==> src/rtl/core/mcd_pkg.sv <==
// Shared types, opcode values and the opcode classifier of the MPSSE command decoder.
package mcd_pkg;

   // One command for the shift engine or one response byte for the host.
   typedef struct packed {
      logic [2:0]  cmd_kind;
      logic [7:0]  cmd_data;
      logic [7:0]  aux_byte;
      logic [3:0]  bit_count;
      logic        drive_tdi;
      logic        do_read;
      logic [16:0] byte_count;
      logic [15:0] divisor;
      logic        last;
   } result_type;

   // Up to two results produced by one host byte, in order.
   typedef struct packed {
      logic [1:0] count;
      result_type first;
      result_type second;
   } push_type;

   typedef enum logic [2:0] {
      PHASE_IDLE   = 3'b001,
      PHASE_ARGS   = 3'b010,
      PHASE_STREAM = 3'b100
   } phase_type;

   typedef enum logic [2:0] {
      CLASS_UNKNOWN,
      CLASS_NOP,
      CLASS_TWOARG,
      CLASS_BITS,
      CLASS_STREAM,
      CLASS_GETLOW,
      CLASS_GETHIGH,
      CLASS_FLUSH
   } class_type;

   // Command kinds seen by the shift engine.
   localparam logic [2:0] KIND_RESPONSE = 3'd0;
   localparam logic [2:0] KIND_SHIFT    = 3'd1;
   localparam logic [2:0] KIND_TMS      = 3'd2;
   localparam logic [2:0] KIND_SET_PINS = 3'd3;
   localparam logic [2:0] KIND_DIVISOR  = 3'd4;
   localparam logic [2:0] KIND_READ     = 3'd5;
   localparam logic [2:0] KIND_SAMPLE   = 3'd6;
   localparam logic [2:0] KIND_FLUSH    = 3'd7;

   // Opcodes.
   localparam logic [7:0] OP_SET_LOW      = 8'h80;
   localparam logic [7:0] OP_GET_LOW      = 8'h81;
   localparam logic [7:0] OP_SET_HIGH     = 8'h82;
   localparam logic [7:0] OP_GET_HIGH     = 8'h83;
   localparam logic [7:0] OP_LOOPBACK_ON  = 8'h84;
   localparam logic [7:0] OP_LOOPBACK_OFF = 8'h85;
   localparam logic [7:0] OP_DIVISOR      = 8'h86;
   localparam logic [7:0] OP_FLUSH        = 8'h87;

   localparam logic [7:0] OP_TMS_OUT_RISE = 8'h4A;
   localparam logic [7:0] OP_TMS_OUT_FALL = 8'h4B;
   localparam logic [7:0] OP_TMS_IO_RISE  = 8'h6A;
   localparam logic [7:0] OP_TMS_IO_FALL  = 8'h6B;

   localparam logic [7:0] OP_BITS_OUT_RISE   = 8'h12;
   localparam logic [7:0] OP_BITS_OUT_FALL   = 8'h13;
   localparam logic [7:0] OP_BITS_IN_RISE    = 8'h22;
   localparam logic [7:0] OP_BITS_IN_FALL    = 8'h26;
   localparam logic [7:0] OP_BITS_IO_RISE_A  = 8'h32;
   localparam logic [7:0] OP_BITS_IO_FALL_A  = 8'h33;
   localparam logic [7:0] OP_BITS_IO_RISE_B  = 8'h36;
   localparam logic [7:0] OP_BITS_IO_FALL_B  = 8'h37;

   localparam logic [7:0] OP_BYTES_OUT_RISE  = 8'h10;
   localparam logic [7:0] OP_BYTES_OUT_FALL  = 8'h11;
   localparam logic [7:0] OP_BYTES_IN_RISE   = 8'h20;
   localparam logic [7:0] OP_BYTES_IN_FALL   = 8'h24;
   localparam logic [7:0] OP_BYTES_IO_RISE_A = 8'h30;
   localparam logic [7:0] OP_BYTES_IO_FALL_A = 8'h31;
   localparam logic [7:0] OP_BYTES_IO_RISE_B = 8'h34;
   localparam logic [7:0] OP_BYTES_IO_FALL_B = 8'h35;

   // Opcode flag bits and response codes.
   localparam int         OP_WRITE_BIT     = 4;
   localparam int         OP_READ_BIT      = 5;
   localparam logic [7:0] RESP_BAD_COMMAND = 8'hFA;
   localparam logic [7:0] RESP_HIGH_PINS   = 8'h00;

   function automatic class_type classify(input logic [7:0] op);
      class_type cls;
      case (op) inside
         OP_LOOPBACK_ON, OP_LOOPBACK_OFF: cls = CLASS_NOP;
         OP_SET_LOW, OP_SET_HIGH, OP_DIVISOR,
         OP_TMS_OUT_RISE, OP_TMS_OUT_FALL,
         OP_TMS_IO_RISE, OP_TMS_IO_FALL: cls = CLASS_TWOARG;
         OP_BITS_OUT_RISE, OP_BITS_OUT_FALL, OP_BITS_IN_RISE, OP_BITS_IN_FALL,
         OP_BITS_IO_RISE_A, OP_BITS_IO_FALL_A,
         OP_BITS_IO_RISE_B, OP_BITS_IO_FALL_B: cls = CLASS_BITS;
         OP_BYTES_OUT_RISE, OP_BYTES_OUT_FALL, OP_BYTES_IN_RISE, OP_BYTES_IN_FALL,
         OP_BYTES_IO_RISE_A, OP_BYTES_IO_FALL_A,
         OP_BYTES_IO_RISE_B, OP_BYTES_IO_FALL_B: cls = CLASS_STREAM;
         OP_GET_LOW:  cls = CLASS_GETLOW;
         OP_GET_HIGH: cls = CLASS_GETHIGH;
         OP_FLUSH:    cls = CLASS_FLUSH;
         default:     cls = CLASS_UNKNOWN;
      endcase
      return cls;
   endfunction

endpackage

==> src/rtl/core/mcd_channels.sv <==
// Request and response channel interfaces of the MPSSE command decoder.
interface mcd_req_if;
   logic       valid;
   logic       ready;
   logic [7:0] host_byte;

   modport source (output valid, output host_byte, input ready);
   modport sink (input valid, input host_byte, output ready);
endinterface

interface mcd_rsp_if;
   logic        valid;
   logic        ready;
   logic [2:0]  cmd_kind;
   logic [7:0]  cmd_data;
   logic [7:0]  aux_byte;
   logic [3:0]  bit_count;
   logic        drive_tdi;
   logic        do_read;
   logic [16:0] byte_count;
   logic [15:0] divisor;
   logic        last;

   modport source (output valid, output cmd_kind, output cmd_data, output aux_byte,
                   output bit_count, output drive_tdi, output do_read, output byte_count,
                   output divisor, output last, input ready);
   modport sink (input valid, input cmd_kind, input cmd_data, input aux_byte,
                 input bit_count, input drive_tdi, input do_read, input byte_count,
                 input divisor, input last, output ready);
endinterface

==> src/rtl/core/mcd_decode.sv <==
// Input register and opcode parser: turns one host byte into zero to two results.
module mcd_decode (
   input  logic              clock,
   input  logic              reset,
   input  logic              in_accept,
   input  logic [7:0]        in_byte,
   output mcd_pkg::push_type push
);

   logic                  stage_valid_ff, stage_valid_in;
   logic [7:0]            stage_byte_ff;
   mcd_pkg::phase_type    phase_ff, phase_in;
   logic [7:0]            held_opcode_ff, held_opcode_in;
   logic                  args_seen_ff, args_seen_in;
   logic                  need_two_ff, need_two_in;
   logic [7:0]            first_arg_ff, first_arg_in;
   logic [16:0]           bytes_left_ff, bytes_left_in;
   logic                  stream_reads_ff, stream_reads_in;

   logic [7:0]            b;
   logic [7:0]            a0;
   logic [16:0]           stream_len;
   mcd_pkg::class_type    byte_class;
   mcd_pkg::class_type    held_class;

   assign stage_valid_in = in_accept;
   assign b              = stage_byte_ff;
   assign a0             = args_seen_ff ? first_arg_ff : b;
   assign stream_len     = {1'b0, b, a0} + 17'd1;
   assign byte_class     = mcd_pkg::classify(b);
   assign held_class     = mcd_pkg::classify(held_opcode_ff);

   always_comb begin
      phase_in        = phase_ff;
      held_opcode_in  = held_opcode_ff;
      args_seen_in    = args_seen_ff;
      need_two_in     = need_two_ff;
      first_arg_in    = first_arg_ff;
      bytes_left_in   = bytes_left_ff;
      stream_reads_in = stream_reads_ff;
      push            = '0;

      if (stage_valid_ff) begin
         case (phase_ff)
            mcd_pkg::PHASE_STREAM: begin
               // Each payload byte of a write stream becomes an eight-bit shift.
               push.count            = 2'd1;
               push.first.cmd_kind   = mcd_pkg::KIND_SHIFT;
               push.first.cmd_data   = b;
               push.first.bit_count  = 4'd8;
               push.first.drive_tdi  = 1'b1;
               push.first.do_read    = stream_reads_ff;
               push.first.last       = 1'b1;
               bytes_left_in         = bytes_left_ff - 17'd1;
               if (bytes_left_ff <= 17'd1) begin
                  phase_in = mcd_pkg::PHASE_IDLE;
               end
            end
            mcd_pkg::PHASE_ARGS: begin
               if (!args_seen_ff && need_two_ff) begin
                  first_arg_in = b;
                  args_seen_in = 1'b1;
               end else begin
                  if (!args_seen_ff) begin
                     first_arg_in = b;
                  end
                  phase_in     = mcd_pkg::PHASE_IDLE;
                  args_seen_in = 1'b0;
                  push.first.last = 1'b1;
                  case (held_class)
                     mcd_pkg::CLASS_BITS: begin
                        push.count              = 2'd1;
                        push.first.cmd_kind     = mcd_pkg::KIND_SHIFT;
                        push.first.drive_tdi    = held_opcode_ff[mcd_pkg::OP_WRITE_BIT];
                        push.first.do_read      = held_opcode_ff[mcd_pkg::OP_READ_BIT];
                        push.first.cmd_data     =
                           held_opcode_ff[mcd_pkg::OP_WRITE_BIT] ? b : 8'd0;
                        push.first.bit_count    = {1'b0, a0[2:0]} + 4'd1;
                     end
                     mcd_pkg::CLASS_STREAM: begin
                        stream_reads_in = held_opcode_ff[mcd_pkg::OP_READ_BIT];
                        if (held_opcode_ff[mcd_pkg::OP_WRITE_BIT]) begin
                           bytes_left_in = stream_len;
                           phase_in      = mcd_pkg::PHASE_STREAM;
                        end else begin
                           bytes_left_in         = 17'd0;
                           push.count            = 2'd1;
                           push.first.cmd_kind   = mcd_pkg::KIND_READ;
                           push.first.do_read    = 1'b1;
                           push.first.byte_count = stream_len;
                        end
                     end
                     default: begin
                        case (held_opcode_ff)
                           mcd_pkg::OP_DIVISOR: begin
                              push.count          = 2'd1;
                              push.first.cmd_kind = mcd_pkg::KIND_DIVISOR;
                              push.first.divisor  = {b, a0};
                           end
                           mcd_pkg::OP_SET_LOW: begin
                              push.count           = 2'd1;
                              push.first.cmd_kind  = mcd_pkg::KIND_SET_PINS;
                              push.first.cmd_data  = a0;
                              push.first.aux_byte  = b;
                           end
                           mcd_pkg::OP_TMS_OUT_RISE, mcd_pkg::OP_TMS_OUT_FALL,
                           mcd_pkg::OP_TMS_IO_RISE, mcd_pkg::OP_TMS_IO_FALL: begin
                              push.count           = 2'd1;
                              push.first.cmd_kind  = mcd_pkg::KIND_TMS;
                              push.first.cmd_data  = b;
                              push.first.bit_count = {1'b0, a0[2:0]} + 4'd1;
                              push.first.do_read   = held_opcode_ff[mcd_pkg::OP_READ_BIT];
                           end
                           default: begin
                              // Set high pins takes its arguments and gives nothing.
                              push.count = 2'd0;
                           end
                        endcase
                     end
                  endcase
               end
            end
            default: begin
               // Waiting for an opcode.
               push.first.last = 1'b1;
               case (byte_class)
                  mcd_pkg::CLASS_NOP: begin
                     push.count = 2'd0;
                  end
                  mcd_pkg::CLASS_TWOARG, mcd_pkg::CLASS_STREAM: begin
                     held_opcode_in = b;
                     need_two_in    = 1'b1;
                     args_seen_in   = 1'b0;
                     phase_in       = mcd_pkg::PHASE_ARGS;
                  end
                  mcd_pkg::CLASS_BITS: begin
                     held_opcode_in = b;
                     need_two_in    = b[mcd_pkg::OP_WRITE_BIT];
                     args_seen_in   = 1'b0;
                     phase_in       = mcd_pkg::PHASE_ARGS;
                  end
                  mcd_pkg::CLASS_GETLOW: begin
                     push.count          = 2'd1;
                     push.first.cmd_kind = mcd_pkg::KIND_SAMPLE;
                  end
                  mcd_pkg::CLASS_GETHIGH: begin
                     push.count           = 2'd1;
                     push.first.cmd_kind  = mcd_pkg::KIND_RESPONSE;
                     push.first.cmd_data  = mcd_pkg::RESP_HIGH_PINS;
                  end
                  mcd_pkg::CLASS_FLUSH: begin
                     push.count          = 2'd1;
                     push.first.cmd_kind = mcd_pkg::KIND_FLUSH;
                  end
                  default: begin
                     // Unknown opcode: bad-command code, then the opcode itself.
                     push.count            = 2'd2;
                     push.first.cmd_kind   = mcd_pkg::KIND_RESPONSE;
                     push.first.cmd_data   = mcd_pkg::RESP_BAD_COMMAND;
                     push.first.last       = 1'b0;
                     push.second.cmd_kind  = mcd_pkg::KIND_RESPONSE;
                     push.second.cmd_data  = b;
                     push.second.last      = 1'b1;
                  end
               endcase
            end
         endcase
      end
   end

   always_ff @(posedge clock) begin
      if (reset) begin
         stage_valid_ff  <= 1'b0;
         phase_ff        <= mcd_pkg::PHASE_IDLE;
         held_opcode_ff  <= 8'd0;
         args_seen_ff    <= 1'b0;
         need_two_ff     <= 1'b0;
         first_arg_ff    <= 8'd0;
         bytes_left_ff   <= 17'd0;
         stream_reads_ff <= 1'b0;
      end else begin
         stage_valid_ff  <= stage_valid_in;
         phase_ff        <= phase_in;
         held_opcode_ff  <= held_opcode_in;
         args_seen_ff    <= args_seen_in;
         need_two_ff     <= need_two_in;
         first_arg_ff    <= first_arg_in;
         bytes_left_ff   <= bytes_left_in;
         stream_reads_ff <= stream_reads_in;
      end
   end

   always_ff @(posedge clock) begin
      if (in_accept) begin
         stage_byte_ff <= in_byte;
      end
   end

endmodule

==> src/rtl/core/mcd_result_queue.sv <==
// Result queue taking up to two results a cycle and handing out one.
module mcd_result_queue #(
   parameter int DEPTH = 8
) (
   input  logic                       clock,
   input  logic                       reset,
   input  mcd_pkg::push_type          push,
   input  logic                       pop,
   output mcd_pkg::result_type        head,
   output logic [$clog2(DEPTH+1)-1:0] count
);

   localparam int AW = $clog2(DEPTH);
   localparam int CW = $clog2(DEPTH + 1);

   mcd_pkg::result_type entry_ff [DEPTH];
   logic [AW-1:0]       wr_ptr_ff, wr_ptr_in;
   logic [AW-1:0]       rd_ptr_ff, rd_ptr_in;
   logic [CW-1:0]       count_ff, count_in;
   logic [AW-1:0]       wr_next;

   assign wr_next   = wr_ptr_ff + AW'(1);
   assign wr_ptr_in = wr_ptr_ff + AW'(push.count);
   assign rd_ptr_in = rd_ptr_ff + AW'(pop);
   assign count_in  = count_ff + CW'(push.count) - CW'(pop);
   assign head      = entry_ff[rd_ptr_ff];
   assign count     = count_ff;

   always_ff @(posedge clock) begin
      if (reset) begin
         wr_ptr_ff <= '0;
         rd_ptr_ff <= '0;
         count_ff  <= '0;
      end else begin
         wr_ptr_ff <= wr_ptr_in;
         rd_ptr_ff <= rd_ptr_in;
         count_ff  <= count_in;
      end
   end

   always_ff @(posedge clock) begin
      if (push.count != 2'd0) begin
         entry_ff[wr_ptr_ff] <= push.first;
      end
      if (push.count == 2'd2) begin
         entry_ff[wr_next] <= push.second;
      end
   end

endmodule

==> src/rtl/core/mpsse_command_decoder.sv <==
// Top level of the MPSSE command decoder: request channel, parser and result queue.
//
// Host command bytes enter on the request channel (req_chan), one byte per request.
// Each byte is an opcode, an argument or stream payload; the parser keeps the parse
// phase and collected arguments, and every byte yields zero, one or two results.
// Results leave on the response channel (rsp_chan) as commands for the JTAG shift
// engine or as response bytes for the host; last marks the final result of a byte.
// An accepted byte is held in the input register; its results are written into the
// result queue in the cycle after and appear on rsp_chan from the queue registers.
// Throughput: one request per cycle while the results keep up; a byte with an
// unknown opcode yields two results, which leave the response side one at a
// time. req_chan.ready depends only on the queue fill: it is high while at least
// four queue slots are free, enough for the byte in the input register and the
// byte being accepted, so the request side keeps moving while results wait.
// When the receiver stalls, results stay in the queue in order and requests are
// refused once fewer than four queue slots are free. Synchronous reset empties the
// queue and input register and returns the parser to waiting for an opcode.
module mpsse_command_decoder #(
   parameter int QUEUE_DEPTH = 8
) (
   input  logic      clock,
   input  logic      reset,
   mcd_req_if.sink   req_chan,
   mcd_rsp_if.source rsp_chan
);

   // The user keeps QUEUE_DEPTH a power of two and at least four; the block does not enforce it.
   localparam int CW = $clog2(QUEUE_DEPTH + 1);

   mcd_pkg::push_type   push;
   mcd_pkg::result_type head;
   logic [CW-1:0]       fill;
   logic                req_accept;
   logic                rsp_accept;

   // Room for two results from the staged byte and two from the new one.
   assign req_chan.ready = (fill <= CW'(QUEUE_DEPTH - 4));
   assign req_accept     = req_chan.valid && req_chan.ready;

   assign rsp_chan.valid = (fill != '0);
   assign rsp_accept     = rsp_chan.valid && rsp_chan.ready;

   mcd_decode u_decode (
      .clock     (clock),
      .reset     (reset),
      .in_accept (req_accept),
      .in_byte   (req_chan.host_byte),
      .push      (push)
   );

   mcd_result_queue #(
      .DEPTH (QUEUE_DEPTH)
   ) u_queue (
      .clock (clock),
      .reset (reset),
      .push  (push),
      .pop   (rsp_accept),
      .head  (head),
      .count (fill)
   );

   // The queue head drives the response payload straight from its registers.
   assign rsp_chan.cmd_kind   = head.cmd_kind;
   assign rsp_chan.cmd_data   = head.cmd_data;
   assign rsp_chan.aux_byte   = head.aux_byte;
   assign rsp_chan.bit_count  = head.bit_count;
   assign rsp_chan.drive_tdi  = head.drive_tdi;
   assign rsp_chan.do_read    = head.do_read;
   assign rsp_chan.byte_count = head.byte_count;
   assign rsp_chan.divisor    = head.divisor;
   assign rsp_chan.last       = head.last;

endmodule
==> src/flat_wrapper.sv <==
// flat-port wrapper written by rule: the top's interface ports become plain ports
module mpsse_command_decoder_flat 
#(
   parameter int QUEUE_DEPTH = 8
)
  (clock, reset, req_chan_valid, req_chan_host_byte, req_chan_ready, rsp_chan_valid, rsp_chan_cmd_kind, rsp_chan_cmd_data, rsp_chan_aux_byte, rsp_chan_bit_count, rsp_chan_drive_tdi, rsp_chan_do_read, rsp_chan_byte_count, rsp_chan_divisor, rsp_chan_last, rsp_chan_ready);
  mcd_req_if req_chan_i ();
  mcd_rsp_if rsp_chan_i ();
  input  logic clock;
  input  logic reset;
  input wire logic [$bits(req_chan_i.valid)-1:0] req_chan_valid;
  input wire logic [$bits(req_chan_i.host_byte)-1:0] req_chan_host_byte;
  output wire logic [$bits(req_chan_i.ready)-1:0] req_chan_ready;
  output wire logic [$bits(rsp_chan_i.valid)-1:0] rsp_chan_valid;
  output wire logic [$bits(rsp_chan_i.cmd_kind)-1:0] rsp_chan_cmd_kind;
  output wire logic [$bits(rsp_chan_i.cmd_data)-1:0] rsp_chan_cmd_data;
  output wire logic [$bits(rsp_chan_i.aux_byte)-1:0] rsp_chan_aux_byte;
  output wire logic [$bits(rsp_chan_i.bit_count)-1:0] rsp_chan_bit_count;
  output wire logic [$bits(rsp_chan_i.drive_tdi)-1:0] rsp_chan_drive_tdi;
  output wire logic [$bits(rsp_chan_i.do_read)-1:0] rsp_chan_do_read;
  output wire logic [$bits(rsp_chan_i.byte_count)-1:0] rsp_chan_byte_count;
  output wire logic [$bits(rsp_chan_i.divisor)-1:0] rsp_chan_divisor;
  output wire logic [$bits(rsp_chan_i.last)-1:0] rsp_chan_last;
  input wire logic [$bits(rsp_chan_i.ready)-1:0] rsp_chan_ready;
  assign req_chan_i.valid = req_chan_valid;
  assign req_chan_i.host_byte = req_chan_host_byte;
  assign req_chan_ready = req_chan_i.ready;
  assign rsp_chan_valid = rsp_chan_i.valid;
  assign rsp_chan_cmd_kind = rsp_chan_i.cmd_kind;
  assign rsp_chan_cmd_data = rsp_chan_i.cmd_data;
  assign rsp_chan_aux_byte = rsp_chan_i.aux_byte;
  assign rsp_chan_bit_count = rsp_chan_i.bit_count;
  assign rsp_chan_drive_tdi = rsp_chan_i.drive_tdi;
  assign rsp_chan_do_read = rsp_chan_i.do_read;
  assign rsp_chan_byte_count = rsp_chan_i.byte_count;
  assign rsp_chan_divisor = rsp_chan_i.divisor;
  assign rsp_chan_last = rsp_chan_i.last;
  assign rsp_chan_i.ready = rsp_chan_ready;
  mpsse_command_decoder #(.QUEUE_DEPTH(QUEUE_DEPTH)) u_core (.clock(clock), .reset(reset), .req_chan(req_chan_i), .rsp_chan(rsp_chan_i));
endmodule
==> config.mk <==
export PLATFORM = sky130hd
export DESIGN_NAME = mpsse_command_decoder_flat
export DESIGN_NICKNAME = d
export VERILOG_FILES = /design/src/rtl/core/mcd_pkg.sv /design/src/rtl/core/mcd_channels.sv /design/src/rtl/core/mcd_decode.sv /design/src/rtl/core/mcd_result_queue.sv /design/src/rtl/core/mpsse_command_decoder.sv /design/src/flat_wrapper.sv
export SDC_FILE = /design/constraint.sdc
export NUM_CORES = 1
export LEC_CHECK = 0
export BUFFER_PORTS_ARGS = -buffer_cell sky130_fd_sc_hd__buf_2
export CORE_MARGIN = 2
export CORE_UTILIZATION = 25
export CTS_CLUSTER_DIAMETER = 100
export DETAILED_ROUTE_END_ITERATION = 16
export GPL_ROUTABILITY_DRIVEN = 0
export PLACE_DENSITY = 0.41
export SLEW_MARGIN = 10
export SYNTH_ARGS = -nofsm -noshare
export SYNTH_HDL_FRONTEND = slang
export SYNTH_HIERARCHICAL = 1
export SYNTH_SLANG_ARGS = --single-unit
==> constraint.sdc <==
create_clock -name clock -period 22.6 [get_ports clock]
set_input_delay 3.39 -clock clock [delete_from_list [all_inputs] [get_ports clock]]
set_output_delay 3.39 -clock clock [all_outputs]
set_load 0.01 [all_outputs]
==> summary by stage <==
Global routing
The initial antenna violation count is 2. Entering global routing, the biggest net connects between 50 and 60 pins. The total overflow left after global routing is 0. The number of global-route vias before repair is 17500. In the global route stage, overall resource usage came out at roughly 15%. The wire length of the first global-routing pass is 126000 um.

Synthesis
The sequential area share after synthesis is 55.1%. The number of warnings reported in the yosys synthesis log is 6. The average instance area after synthesis is 15.4 sq um. The adder-cell area share of the yosys netlist is less than 1%. The multiplexer share of the synthesized area is 31.6%. The count of cell types in the netlist is 79. The number of flops mapped to enable cells by yosys is 480. After Yosys synthesis, and, or, nand and nor cells account for 5.09% of the synthesized area. After synthesis the netlist holds a flip-flop and latch count of 530. The xor-xnor portion of the synthesized cell area is 0.743%. By area, the combinational part of the netlist is dominated by multiplexers. The synthesized netlist devotes 3.06% of its cell area to compound gates.

The most used flip-flop cell after synthesis is edfxtp_1. The cell count after synthesis is 1817. Counting flops with an async set or reset pin after synthesis yields a share of 0%. The post-synthesis instance area is around 28000 sq um.

Timing
The final critical-path share of the clock period is 31.8%. Across the routed clock network, the largest skew measured is 0.0177 ns. Setup violations remaining at the end of the flow were counted as 0. Setup repair after global routing left no endpoint under its margin. At the pin with the least slew margin, the transition time is between 1 and 1.5 ns.

After routing, the total negative slack on setup checks comes to 0 ns. Timing would allow up to between 100 and 150 MHz. The headroom to the max-slew limit is 15.6%. The count of final max-slew check failures is 0. The minimum clock period is 7.18 ns. The worst setup slack after layout is 15.42 ns. The number of hold violations in the final report came to 0.

Clock tree
The root buffer cell is clkbuf_16. The clock reaches the later pin of the worst-skew pair after 0.60 ns. Clock-pin slew was measured on the worst setup and hold paths at 0.05 ns. The CTS buffer count is 70. Counting along the longest clock path gives a buffer depth of 3. The total of hold buffers inserted after clock tree synthesis is 0. The clock tree synthesis step divided the H-tree into 3 levels. The CTS tree is yes. The clock sink count is 530.

The quantity of gates resized following cts is 0. The total setup buffers inserted after CTS is 0.

Finish
The most common library cell in the layout ignoring fill and taps is mux2_2. The top cell types in the final layout, fill and taps aside, are mux2_2 (525), edfxtp_1 (480), mux4_2 (118). The area growth from synthesis to layout is 14.6%.

The final-stage net count is 1912. The final instance area is 32000 sq um. Cells fill 28.9% of the core in the end.

The share of layout cells above drive strength 1 is 45.7%.

Placed design
The minimum setup slack after placement is 15.84 ns. The half-perimeter wire length after detailed placement is 49700 um. Input and output buffers added on the ports amount to 72. After detailed placement, the total cell area comes to between 20000 and 30000 sq um.

Floorplanning
The floorplan has 122 rows. The width of the die is 338 um. The die boundary height is 338 um. For this configuration, the core starts out at a cell density of between 20% and 30%. The number of placed I/O pins is between 70 and 80. The die covers about 110000 sq um. The total area inside the core boundary comes to 111000 sq um.

Critical path
In this design, the critical path's most frequently occurring cell is buf_4. The worst setup path is captured at an output pin. The critical path's largest stage delay is 0.77 ns. The required arrival time at the worst endpoint is 19.21 ns. The worst setup path is launched from a flop.

Traced cell by cell, the critical path runs through buf_4 > buf_4 > mux4_2 > mux2_2 > buf_2. The cell type of the slowest stage on the worst timing path is buf_4. Counting both buffers and inverters, the worst setup path holds a total of 3. The critical path is of the reg -> out type. Along the worst path, the maximum fanout reaches 38.

In this design, the largest share of critical-path delay is due to buffers and inverters. The worst endpoint data arrival time is 3.79 ns.

Hold path
The min-delay analysis places its worst path in the category reg -> reg.

Route
The total routed wirelength is 85800 um. The detailed-router iteration count before antenna repair is 5. For this block, the via count after detailed routing is between 15000 and 20000. The via-per-instance ratio is 4.76. After the first detailed-routing iteration, the DRC count stood at 1147. The wire length per cell after detailed routing is 25.1 um.

In this run the remaining antenna-violating nets after routing total 0. After detailed routing, the number of remaining DRC violations is 0.

Power and ir drop
The post-route total power is 2730 uW. The power per cell area is 85.2 nW/um^2. The worst-case IR drop observed on VDD is 0.0394 mV.

The leakage power of the design is 0.0110 uW.

Job
The number of maximum-capacitance violations is 0.

Run status
The flow ran to the end, and the final reports show no timing, DRC or antenna violations.
-- cells in the mapped netlist, types with 5 or more instances --
library cell    n  area share (%)
o31ai_1         6            0.16
o21ai_0        25            0.45
a211oi_1        8            0.21
dfxtp_1        50             3.6
ha_1           12            0.54
nand2_1        34            0.46
mux2i_1        19            0.68
mux4_2        118             9.5
nand3_1        15            0.27
o21a_1          6            0.16
a31oi_1         7            0.16
o22ai_1         7            0.16
buf_2          62             1.1
or3_1           8            0.18
or4_1           6            0.16
nor2_1         86             1.2
nor3_1         13            0.23
edfxtp_1      480              52
nand4b_1        5            0.16
clkbuf_1       43            0.58
buf_4          55             1.5
xor2_1         12            0.38
nor4_1          5            0.11
a21oi_1        22            0.39
nor2b_1        16            0.36
nand2b_1        9            0.20
inv_1          25            0.34
nand3b_1        5            0.13
xnor2_1         8            0.25
mux2_2        525              21
o211ai_1        5            0.13
mux2_1          6            0.24
nand4_1        14            0.31
and2_1         22            0.49
-- worst min-delay path, cell delays in order, from the launching register on --
cell and delay (ns):
dfxtp_1 0.31, o21ai_0 0.08, a21oi_1 0.06
-- area by class of cell --
| cell class | instances | area, sq um |
|---|---|---|
| Sequential cell | 530 | 15400 |
| Tap cell | 1488 | 1860 |
| Clock inverter | 28 | 150 |
| Inverter | 25 | 93.8 |
| Multi-Input combinational cell | 1144 | 11900 |
| Clock buffer | 93 | 1930 |
| Fill cell | 11200 | 78800 |
| Timing Repair Buffer | 115 | 683 |
| Antenna cell | 1 | 2.50 |
-- cell families (layout without fill, tap and decap cells) --
kind of cell,after synthesis,in the layout
AND/OR/NAND/NOR,266,266
adder cells (fa/ha/maj),14,14
other,1,51
buffers and inverters,192,261
flip-flops,530,530
XOR/XNOR,22,22
AO/OA/AOI/OAI,124,124
multiplexers,668,668
-- per-stage QoR --
step,instances,hold WS (ns)
floorplan,1866,0.454
global placement,3302,0.463
detailed placement,3302,0.478
CTS,3423,0.490
global route,3423,0.519
finish,3424,0.504
-- state kept, by name, summed over array words and instances, names as in the netlist --
signal                           flops
u_core/u_decode/args_seen_ff         1
u_core/u_queue/rd_ptr_ff             3
u_core/u_queue/entry_ff            472
u_core/u_decode/held_opcode_ff       8
u_core/u_decode/need_two_ff          1
u_core/u_queue/wr_ptr_ff             3
u_core/u_decode/stage_valid_ff       1
u_core/u_decode/b                    8
u_core/u_decode/stream_reads_ff      1
u_core/u_decode/phase_ff             3
u_core/u_decode/first_arg_ff         8
u_core/u_queue/count                 4
u_core/u_decode/bytes_left_ff       17
-- where the power goes --
| part | leakage, uW | switching, uW | internal (uW) | total, uW |
|---|---|---|---|---|
| sequential | 0.00468 | 48.3 | 1130 | 1180 |
| combinational | 0.00526 | 291 | 235 | 526 |
| clock | 0.00102 | 421 | 607 | 1030 |
-- per-layer routing --
layer	up-vias	global-route usage [%]	wire, um
met5	-	0	11
met4	2	3.62	1700
met3	104	2.10	3220
met2	364	25.1	42000
met1	8588	20.0	38900
li1	7240	-	-
-- final timing paths --
path	slack [ns]	cells past startpoint	startpoint	to
worst min register to register	0.50	2	u_core/u_decode/stream_reads_ff$_SDFFE_PP0P_	u_core/u_decode/stream_reads_ff$_SDFFE_PP0P_
worst max-delay path	15.42	5	u_core/u_queue/rd_ptr_ff[1]$_SDFF_PP0_	rsp_chan_aux_byte[4]
worst max register to register	16.93	7	u_core/u_decode/b[2]$_DFFE_PP_	u_core/u_queue/entry_ff[6][41]$_DFFE_PP_
worst min-delay path	0.50	2	u_core/u_decode/stream_reads_ff$_SDFFE_PP0P_	u_core/u_decode/stream_reads_ff$_SDFFE_PP0P_
No activity file was read; power rests on OpenSTA's default activity.
